## src/hw/rtl/dra_pkg.sv

```systemverilog
// Damage rectangle accumulator: shared types, codes and constants.
// No dependencies.
`default_nettype none

package dra_pkg;

  localparam int ROW_W  = 12;          // row / column fields
  localparam int BOX_W  = 13;          // box edges, up to 8190
  localparam int LINE_W = 15;          // line length register
  localparam int PAGE_W = 16;          // page number field
  localparam int PCNT_W = 13;          // page count register
  localparam int IDX_W  = 32;          // ring indices
  localparam int CFG_W  = 15;          // widest register
  localparam int CFG_A_W = 2;

  localparam int PAGE_BYTES_DEF = 4096;
  localparam int RING_SLOTS_DEF = 64;

  localparam logic [LINE_W-1:0] LINE_BYTES_RST    = LINE_W'(3200);
  localparam logic [ROW_W-1:0]  SCREEN_WIDTH_RST  = ROW_W'(800);
  localparam logic [ROW_W-1:0]  SCREEN_HEIGHT_RST = ROW_W'(600);
  localparam logic [PCNT_W-1:0] PAGE_COUNT_RST    = PCNT_W'(469);

  typedef enum logic [CFG_A_W-1:0] {
    CFG_LINE_BYTES    = 2'd0,
    CFG_SCREEN_WIDTH  = 2'd1,
    CFG_SCREEN_HEIGHT = 2'd2,
    CFG_PAGE_COUNT    = 2'd3
  } cfg_idx_e;

  typedef enum logic [1:0] {
    OP_RECT  = 2'd0,
    OP_PAGE  = 2'd1,
    OP_FLUSH = 2'd2,
    OP_FLAGS = 2'd3
  } op_e;

  typedef enum logic [1:0] {
    ST_OK      = 2'd0,
    ST_EMITTED = 2'd1,
    ST_HELD    = 2'd2,
    ST_BADPAGE = 2'd3
  } status_e;

  // request to the box store
  typedef struct packed {
    logic             merge;
    logic             clear;
    logic [BOX_W-1:0] l;
    logic [BOX_W-1:0] t;
    logic [BOX_W-1:0] r;
    logic [BOX_W-1:0] b;
  } box_cmd_t;

  typedef struct packed {
    logic [BOX_W-1:0] left;
    logic [BOX_W-1:0] right;
    logic [BOX_W-1:0] top;
    logic [BOX_W-1:0] bottom;
  } box_state_t;

endpackage

`default_nettype wire

```

## src/hw/rtl/dra_div.sv

```systemverilog
// Iterative compare-and-subtract divider, one quotient bit a cycle,
// saturating at the row maximum. Depends on dra_pkg.
`default_nettype none

module dra_div
  import dra_pkg::*;
#(
  parameter int NUM_W = 28
) (
  input  wire logic              clk_i,
  input  wire logic              rst_ni,
  input  wire logic              start_i,
  input  wire logic [NUM_W-1:0]  num_i,
  input  wire logic [LINE_W-1:0] den_i,
  output logic                   done_o,
  output logic [ROW_W-1:0]       quot_o
);

  localparam int SH_W   = LINE_W + ROW_W;
  localparam int CW     = (NUM_W > SH_W) ? NUM_W : SH_W;
  localparam int STEP_W = $clog2(ROW_W + 1);

  logic              busy_q, done_q;
  logic [STEP_W-1:0] step_q;
  logic [CW-1:0]     rem_q;
  logic [LINE_W-1:0] den_q;
  logic [ROW_W-1:0]  quot_q;

  logic [CW-1:0] den_sh, rem_sub;
  logic          ge, last, top_step;

  assign den_sh   = CW'(den_q) << step_q;
  assign ge       = rem_q >= den_sh;
  assign rem_sub  = rem_q - den_sh;
  assign last     = step_q == '0;
  // first step tests for a quotient beyond the row range
  assign top_step = step_q == STEP_W'(ROW_W);

  always_ff @(posedge clk_i or negedge rst_ni) begin
    if (!rst_ni) begin
      busy_q <= 1'b0;
      done_q <= 1'b0;
    end else begin
      done_q <= 1'b0;
      if (start_i) begin
        busy_q <= 1'b1;
      end else if (busy_q && ((top_step && ge) || last)) begin
        busy_q <= 1'b0;
        done_q <= 1'b1;
      end
    end
  end

  always_ff @(posedge clk_i) begin
    if (start_i) begin
      rem_q  <= CW'(num_i);
      den_q  <= den_i;
      step_q <= STEP_W'(ROW_W);
      quot_q <= '0;
    end else if (busy_q) begin
      if (top_step && ge) begin
        quot_q <= '1;
      end else begin
        if (ge) begin
          rem_q <= rem_sub;
        end
        quot_q <= {quot_q[ROW_W-2:0], ge};
      end
      step_q <= step_q - STEP_W'(1);
    end
  end

  assign done_o = done_q;
  assign quot_o = quot_q;

endmodule

`default_nettype wire

```

## src/hw/rtl/dra_box.sv

```systemverilog
// Bounding box store: merges rectangles and clears on an emitted update.
// Depends on dra_pkg.
`default_nettype none

module dra_box
  import dra_pkg::*;
(
  input  wire logic     clk_i,
  input  wire logic     rst_ni,
  input  wire box_cmd_t cmd_i,
  output box_state_t    box_o
);

  box_state_t box_q, box_d;

  // an edge pair whose far edge is zero is loaded outright
  always_comb begin
    box_d = box_q;
    if (cmd_i.clear) begin
      box_d = '0;
    end else if (cmd_i.merge) begin
      if (box_q.bottom == '0) begin
        box_d.top    = cmd_i.t;
        box_d.bottom = cmd_i.b;
      end else begin
        box_d.top    = (box_q.top > cmd_i.t) ? cmd_i.t : box_q.top;
        box_d.bottom = (box_q.bottom < cmd_i.b) ? cmd_i.b : box_q.bottom;
      end
      if (box_q.right == '0) begin
        box_d.left  = cmd_i.l;
        box_d.right = cmd_i.r;
      end else begin
        box_d.left  = (box_q.left > cmd_i.l) ? cmd_i.l : box_q.left;
        box_d.right = (box_q.right < cmd_i.r) ? cmd_i.r : box_q.right;
      end
    end
  end

  always_ff @(posedge clk_i or negedge rst_ni) begin
    if (!rst_ni) begin
      box_q <= '0;
    end else begin
      box_q <= box_d;
    end
  end

  assign box_o = box_q;

endmodule

`default_nettype wire

```

## src/hw/rtl/damage_rect_accumulator_top.sv

```systemverilog
// Damage rectangle accumulator, top level.
// Depends on dra_pkg, dra_div, dra_box.
//
// Usage:
//   Input requests (in_valid_i / in_stall_o) carry an opcode and its
//   operands: damage rectangle, page fault, flush tick or set flags.
//   Every request yields exactly one result on the output channel
//   (out_valid_o / out_stall_i): a status, the update rectangle (zero
//   unless an update was emitted) and the ring producer index.
//   One request is worked on at a time; in_stall_o is high while busy.
//   Rectangle, flush, flag and out-of-range page requests go from
//   acceptance through S_EXEC to S_DONE. A page fault in range also
//   passes S_TOP_GO, S_TOP_WAIT and S_BOT_WAIT, making two passes of the
//   shared divider (13 quotient steps each); a saturated top row ends the
//   first early. The output is registered: a new request is accepted while
//   a result waits, and the block holds its finished request until the
//   output register is free when the receiver stalls. Configuration is
//   written through cfg_we_i / cfg_idx_i / cfg_data_i; the user must write
//   it only while idle, as the block itself does not enforce this. Reset
//   clears box, update enable and producer index, loads defaults.
`default_nettype none

module damage_rect_accumulator_top
  import dra_pkg::*;
#(
  parameter int PAGE_BYTES = PAGE_BYTES_DEF,
  parameter int RING_SLOTS = RING_SLOTS_DEF
) (
  input  wire logic               clk_i,
  input  wire logic               rst_ni,
  // configuration
  input  wire logic               cfg_we_i,
  input  wire logic [CFG_A_W-1:0] cfg_idx_i,
  input  wire logic [CFG_W-1:0]   cfg_data_i,
  // request channel
  input  wire logic               in_valid_i,
  output logic                    in_stall_o,
  input  wire logic [1:0]         opcode_i,
  input  wire logic [ROW_W-1:0]   rect_x_i,
  input  wire logic [ROW_W-1:0]   rect_y_i,
  input  wire logic [ROW_W-1:0]   rect_w_i,
  input  wire logic [ROW_W-1:0]   rect_h_i,
  input  wire logic [PAGE_W-1:0]  page_number_i,
  input  wire logic               update_enable_i,
  input  wire logic [IDX_W-1:0]   consumer_index_i,
  // result channel
  output logic                    out_valid_o,
  input  wire logic               out_stall_i,
  output logic [1:0]              status_o,
  output logic [ROW_W-1:0]        upd_x_o,
  output logic [ROW_W-1:0]        upd_y_o,
  output logic [BOX_W-1:0]        upd_w_o,
  output logic [BOX_W-1:0]        upd_h_o,
  output logic [IDX_W-1:0]        producer_index_o
);

  // byte offsets of a page end fit in the page number plus the page bits
  localparam int NUM_W = PAGE_W + $clog2(PAGE_BYTES);

  typedef enum logic [5:0] {
    S_IDLE     = 6'b000001,
    S_EXEC     = 6'b000010,
    S_TOP_GO   = 6'b000100,
    S_TOP_WAIT = 6'b001000,
    S_BOT_WAIT = 6'b010000,
    S_DONE     = 6'b100000
  } state_e;

  state_e state_q, state_d;

  // configuration registers
  logic [LINE_W-1:0] line_bytes_q;
  logic [ROW_W-1:0]  screen_width_q, screen_height_q;
  logic [PCNT_W-1:0] page_count_q;

  always_ff @(posedge clk_i or negedge rst_ni) begin
    if (!rst_ni) begin
      line_bytes_q    <= LINE_BYTES_RST;
      screen_width_q  <= SCREEN_WIDTH_RST;
      screen_height_q <= SCREEN_HEIGHT_RST;
      page_count_q    <= PAGE_COUNT_RST;
    end else if (cfg_we_i) begin
      unique case (cfg_idx_e'(cfg_idx_i))
        CFG_LINE_BYTES:    line_bytes_q    <= cfg_data_i[LINE_W-1:0];
        CFG_SCREEN_WIDTH:  screen_width_q  <= cfg_data_i[ROW_W-1:0];
        CFG_SCREEN_HEIGHT: screen_height_q <= cfg_data_i[ROW_W-1:0];
        CFG_PAGE_COUNT:    page_count_q    <= cfg_data_i[PCNT_W-1:0];
        default: ;
      endcase
    end
  end

  // captured request
  op_e               op_q;
  logic [ROW_W-1:0]  rx_q, ry_q, rw_q, rh_q;
  logic [PAGE_W-1:0] pn_q;
  logic              en_q;
  logic [IDX_W-1:0]  cons_q;

  logic in_acc;
  assign in_stall_o = state_q != S_IDLE;
  assign in_acc     = in_valid_i && !in_stall_o;

  always_ff @(posedge clk_i) begin
    if (in_acc) begin
      op_q   <= op_e'(opcode_i);
      rx_q   <= rect_x_i;
      ry_q   <= rect_y_i;
      rw_q   <= rect_w_i;
      rh_q   <= rect_h_i;
      pn_q   <= page_number_i;
      en_q   <= update_enable_i;
      cons_q <= consumer_index_i;
    end
  end

  // page-fault datapath: byte span of the page, then two divisions
  logic [NUM_W-1:0]  base_q, div_num;
  logic [LINE_W-1:0] div_den;
  logic [ROW_W-1:0]  top_row_q, bot_row_q, div_quot;
  logic              div_start, div_done, page_bad;

  assign page_bad = pn_q >= PAGE_W'(page_count_q);
  assign div_den  = (line_bytes_q == '0) ? LINE_W'(1) : line_bytes_q;
  assign div_num  = state_q == S_TOP_WAIT ? base_q + NUM_W'(PAGE_BYTES - 1) : base_q;
  assign div_start = (state_q == S_TOP_GO) || (state_q == S_TOP_WAIT && div_done);

  always_ff @(posedge clk_i) begin
    if (state_q == S_EXEC) begin
      base_q <= NUM_W'(pn_q) * NUM_W'(PAGE_BYTES);
    end
    if (state_q == S_TOP_WAIT && div_done) begin
      top_row_q <= div_quot;
    end
    if (state_q == S_BOT_WAIT && div_done) begin
      // bottom row clamps to the screen height
      bot_row_q <= (div_quot > screen_height_q) ? screen_height_q : div_quot;
    end
  end

  dra_div #(
    .NUM_W(NUM_W)
  ) u_div (
    .clk_i  (clk_i),
    .rst_ni (rst_ni),
    .start_i(div_start),
    .num_i  (div_num),
    .den_i  (div_den),
    .done_o (div_done),
    .quot_o (div_quot)
  );

  // box store and flush decision
  box_cmd_t   box_cmd;
  box_state_t box;
  logic       updates_on_q;
  logic [IDX_W-1:0] producer_q, ring_used;
  logic       ring_full, emit, out_free, finish;
  logic [BOX_W-1:0] upd_w, upd_h;
  status_e    status;
  logic       out_valid_q;

  assign out_free  = !out_valid_q || !out_stall_i;
  assign finish    = state_q == S_DONE && out_free;
  assign ring_used = producer_q - cons_q;
  assign ring_full = ring_used >= IDX_W'(RING_SLOTS);
  assign emit      = op_q == OP_FLUSH && updates_on_q && !ring_full;
  // an inverted box edge pair is sent as zero extent
  assign upd_w     = (box.right > box.left) ? box.right - box.left : '0;
  assign upd_h     = (box.bottom > box.top) ? box.bottom - box.top : '0;

  always_comb begin
    box_cmd = '0;
    status  = ST_OK;
    unique case (op_q)
      OP_RECT: begin
        box_cmd.merge = finish;
        box_cmd.l     = BOX_W'(rx_q);
        box_cmd.t     = BOX_W'(ry_q);
        box_cmd.r     = BOX_W'(rx_q) + BOX_W'(rw_q);
        box_cmd.b     = BOX_W'(ry_q) + BOX_W'(rh_q);
      end
      OP_PAGE: begin
        if (page_bad) begin
          status = ST_BADPAGE;
        end else begin
          box_cmd.merge = finish;
          box_cmd.l     = '0;
          box_cmd.t     = BOX_W'(top_row_q);
          box_cmd.r     = BOX_W'(screen_width_q);
          box_cmd.b     = BOX_W'(bot_row_q);
        end
      end
      OP_FLUSH: begin
        status        = emit ? ST_EMITTED : ST_HELD;
        box_cmd.clear = finish && emit;
      end
      OP_FLAGS: ;
      default: ;
    endcase
  end

  dra_box u_box (
    .clk_i (clk_i),
    .rst_ni(rst_ni),
    .cmd_i (box_cmd),
    .box_o (box)
  );

  always_ff @(posedge clk_i or negedge rst_ni) begin
    if (!rst_ni) begin
      updates_on_q <= 1'b0;
      producer_q   <= '0;
    end else if (finish) begin
      if (op_q == OP_FLAGS) begin
        updates_on_q <= en_q;
      end
      if (emit) begin
        producer_q <= producer_q + IDX_W'(1);
      end
    end
  end

  // sequencer
  always_comb begin
    state_d = state_q;
    unique case (state_q)
      S_IDLE:     if (in_acc) state_d = S_EXEC;
      S_EXEC:     state_d = (op_q == OP_PAGE && !page_bad) ? S_TOP_GO : S_DONE;
      S_TOP_GO:   state_d = S_TOP_WAIT;
      S_TOP_WAIT: if (div_done) state_d = S_BOT_WAIT;
      S_BOT_WAIT: if (div_done) state_d = S_DONE;
      S_DONE:     if (out_free) state_d = S_IDLE;
      default:    state_d = S_IDLE;
    endcase
  end

  always_ff @(posedge clk_i or negedge rst_ni) begin
    if (!rst_ni) begin
      state_q <= S_IDLE;
    end else begin
      state_q <= state_d;
    end
  end

  // output register
  logic [1:0]       status_q;
  logic [ROW_W-1:0] upd_x_q, upd_y_q;
  logic [BOX_W-1:0] upd_w_q, upd_h_q;
  logic [IDX_W-1:0] prod_out_q;

  always_ff @(posedge clk_i or negedge rst_ni) begin
    if (!rst_ni) begin
      out_valid_q <= 1'b0;
    end else if (finish) begin
      out_valid_q <= 1'b1;
    end else if (!out_stall_i) begin
      out_valid_q <= 1'b0;
    end
  end

  always_ff @(posedge clk_i) begin
    if (finish) begin
      status_q   <= status;
      upd_x_q    <= emit ? box.left[ROW_W-1:0] : '0;
      upd_y_q    <= emit ? box.top[ROW_W-1:0] : '0;
      upd_w_q    <= emit ? upd_w : '0;
      upd_h_q    <= emit ? upd_h : '0;
      prod_out_q <= emit ? producer_q + IDX_W'(1) : producer_q;
    end
  end

  assign out_valid_o      = out_valid_q;
  assign status_o         = status_q;
  assign upd_x_o          = upd_x_q;
  assign upd_y_o          = upd_y_q;
  assign upd_w_o          = upd_w_q;
  assign upd_h_o          = upd_h_q;
  assign producer_index_o = prod_out_q;

endmodule

`default_nettype wire
```

## config.mk

```make
export PLATFORM = sky130hd
export DESIGN_NAME = damage_rect_accumulator_top
export DESIGN_NICKNAME = d
export VERILOG_FILES = /design/src/hw/rtl/dra_pkg.sv /design/src/hw/rtl/dra_div.sv /design/src/hw/rtl/dra_box.sv /design/src/hw/rtl/damage_rect_accumulator_top.sv
export SDC_FILE = /design/constraint.sdc
export NUM_CORES = 1
export LEC_CHECK = 0
export BUFFER_PORTS_ARGS = -buffer_cell sky130_fd_sc_hd__buf_4
export CAP_MARGIN = 25
export CORE_UTILIZATION = 66
export DETAILED_ROUTE_END_ITERATION = 16
export GPL_TIMING_DRIVEN = 0
export PLACE_DENSITY = 0.83
export SLEW_MARGIN = 20
export SYNTH_ARGS = -nofsm -noshare
export SYNTH_HDL_FRONTEND = slang
export SYNTH_SLANG_ARGS = --single-unit
```

## constraint.sdc

```tcl
create_clock -name clk_i -period 8.5 [get_ports clk_i]
set_input_delay 0.85 -clock clk_i [delete_from_list [all_inputs] [get_ports clk_i]]
set_output_delay 0.85 -clock clk_i [all_outputs]
set_load 0.01 [all_outputs]
```

==> reports/qor.yml <==
grt_pass1_wl_mm: 106.2
setup_viol: 0
synth_top_cell_by_area: "edfxtp_1"
cts_buffers: 44
ir_drop_mv: 0.2027
synth-edff-count: 266
power_switching_uw: 2389
hold_violations: 0
ff2ff_setup_slack_ns: 2.14
switching_share: 0.3441
clock.fmax_ghz: 0.1572
cap_violations: 0
synth-main-ff-cell: "edfxtp_1"
slowest_delay_ns: 0.62
start_util: 0.6773
async_reset_ff_frac: 0.3380
cts.sinks: 426
synth.distinct_cells: 83
path_max_fanout: 10
track_usage: 0.3523
instances_no_fill: 3175
regArea_sq_um: 11930
p_leak_uw: 0.01188
critical-path-slowest-cell: "a211oi_2"
synthToLayoutAreaGrowth_pct: 14.94
gr-total-overflow: 0
cp-end-kind: "register"
postLayoutCellArea_sq_um: 28770
die_w_microns: 196.8
io_pins: 207
avgSynthCellArea_sq_um: 10.54
synthTopCellsByCount: "edfxtp_1 (266), nand2_1 (192), ha_1 (186)"
status: "finished clean"
cp_cell_sequence: "ha_1, nand2b_1, a21o_1, a211oi_1, o31a_1, o21ai_0, a211oi_2, clkbuf_1, buf_1, a22oi_1, ha_1, a21o_1, a21o_1, a21oi_1, and2_1, nand3_1, a21boi_0, a211oi_1, nor2_1, clkbuf_1, nor2_1, a211oi_1"
drc: 0
post_cts_buffers: 0
tritoncts: "done"
htreeDepth: 2
dp_cells: 3093
clkTransAtPathRegs_ns: 0.06
finClkSkew_ns: 0.02320
multi_input_area_sq_um: 12050
antenna_found_initial: 1
dieHeight_microns: 196.8
final_nets: 2948
grt_start_max_net_pins: 86
post-route-min-period_ns: 6.362
wl_mm: 67.56
n_antenna_cell: 0
synth.most_common_cell: "edfxtp_1"
port_buffers: 206
p_seq_frac: 0.392
fin_tns_setup_ns: 0
die-area_sq_um: 38710
synthCells: 2376
period_share: 0.7485
crit_type: "reg -> reg"
syn-cell-area_sq_um: 25030
cp_data_required_time_ns: 8.99
r2r-start: "page_count_q[0]"
ctsHoldBuffers: 0
worst_pin_slew_ns: 0.9468
ant_nets: 0
grt_pass1_vias: 19861
routedWlPerCell_microns: 21.28
cts_resized: 0
p_int_uw: 4554
ys_seq_elements: 426
gp_congestion: 0.9701
synth_nets: 2689
rows: 70
firstDrtPassIters: 6
post-dp-hpwl_mm: 50.96
rsz0062_at_grt: "no"
clk_latency_ns: 0.59
drt-vias-per-instance: 6.364
vias: 20205
fillers: 2401
coreArea_sq_um: 36960
p_clk_frac: 0.272
synth_area_leaders: "edfxtp_1 (32%), dfrtp_1 (13%), ha_1 (9.3%)"
cts-root-buf: "clkbuf_16"
p_per_area_nw_per_um2: 241.3
final-max-slew-violation-count: 0
comb_power_share: 0.336
synth_top_area_share: 0.3191
drive_gt1_frac: 0.1745
synth-seq-area-share: 0.4767
crit_buf_inv: 3
placed_area_sq_um: 27370
yosysWarnings: 0
max-clock-path-buffers: 3
critPathLaunch: "page_count_q[0]"
worstPathArrival_ns: 6.86
slew-limit-headroom: 0.3675
worstHoldPathType: "in -> async"
drt_iter0_drc: 2210
cp-start-kind: "register"
critPathTopFamily: "compound AO/OA/AOI/OAI gates"
## cell type report
cell class              count  share of cell area
well taps                 504             0.02192
clock buffers              58             0.04261
plain buffers             126             0.01944
repair buffers            213             0.05888
multi-input cells        1689              0.4189
inverters                 135             0.01761
clock inverters            24            0.005957
flip-flops and latches    426              0.4147
## state kept, by name, indices dropped and copies added, names as in the netlist, 13 cells and up
signal	cells
u_div.den_q	15
upd_w_o	13
producer_q	32
u_div.rem_q	28
base_q	16
page_count_q	13
upd_h_o	13
u_box.box_o	50
cons_q	32
pn_q	16
producer_index_o	32
line_bytes_q	15
## worst paths after layout
kind / to / depth (start not counted)
worst max register to register: u_box.box_o[10] / 22
min in group clk_i: op_q[0] / 1
worst min register to register: base_q[24] / 0
max in group asynchronous: page_count_q[0] / 2
worst min-delay path: u_box.box_o[45] / 1
worst max-delay path: u_box.box_o[10] / 22
## cells in the final DEF (no fill, tap or decap), drive strengths merged, types with 21 or more instances in the layout
cell type	instances
a211oi	42
a21o	49
a21oi	116
a22oi	40
and3	54
buf	254
clkbuf	143
clkinv	22
dfrtp	127
edfxtp	266
ha	186
inv	133
mux2	62
mux2i	21
nand2	192
nand2b	28
nand3	58
nand4	56
nor2	138
nor2b	29
nor3	49
nor4	62
o21a	34
o21ai	125
or2	33
xnor2	68
xor2	56
## metal layers
metal / part of all wire / track usage
met1: 0.40 / 0.4622
met3: 0.076 / 0.05116
met4: 0.040 / 0.1415
met2: 0.48 / 0.5905
met5: 0 / 0
## worst reg2reg max path, cell delays in order, from the launching register on
cell	delay (ns)
dfstp_2	0.58
ha_1	0.24
nand2b_1	0.15
a21o_1	0.18
a211oi_1	0.25
o31a_1	0.19
o21ai_0	0.15
a211oi_2	0.62
clkbuf_1	0.46
buf_1	0.51
a22oi_1	0.27
ha_1	0.34
a21o_1	0.18
a21o_1	0.17
a21oi_1	0.21
and2_1	0.20
nand3_1	0.08
a21boi_0	0.22
a211oi_1	0.10
nor2_1	0.49
clkbuf_1	0.43
nor2_1	0.07
a211oi_1	0.18
## logic make-up (layout without fill, tap and decap cells)
family | Yosys count | after routing | synth area share
adders and majority gates | 192 | 192 | 0.09776
xor gates and xnor gates | 124 | 124 | 0.04338
buffers and inverters | 261 | 556 | 0.04248
DFF | 426 | 426 | 0.4767
and+or+nand+nor | 752 | 752 | 0.1585
muxes | 86 | 86 | 0.03898
AOI/OAI and AO/OA | 535 | 535 | 0.1422
## metrics by stage
stage | util | total power (uW) | worst slack [ns] | hold slack, ns
finish | 0.7785 | 6943 | 2.138 | 0.1765
global route | 0.7785 | 7281 | 1.811 | 0.2265
CTS | 0.7784 | 6908 | 2.237 | 0.1939
detailed placement | 0.7406 | 4999 | 2.350 | 0.4379
global placement | 0.7362 | 4901 | 1.899 | 0.4351
floorplan | - | 4344 | 3.583 | 0.4264
## power groups by stage
stage	registers (uW)	logic, uW	clock network, uW
floorplan	2690	1650	0
global placement	2770	2130	0
detailed placement	2750	2250	0
CTS	2710	2280	1910
global route	2740	2570	1980
finish	2720	2330	1890
No activity file was read; power rests on OpenSTA's default activity.
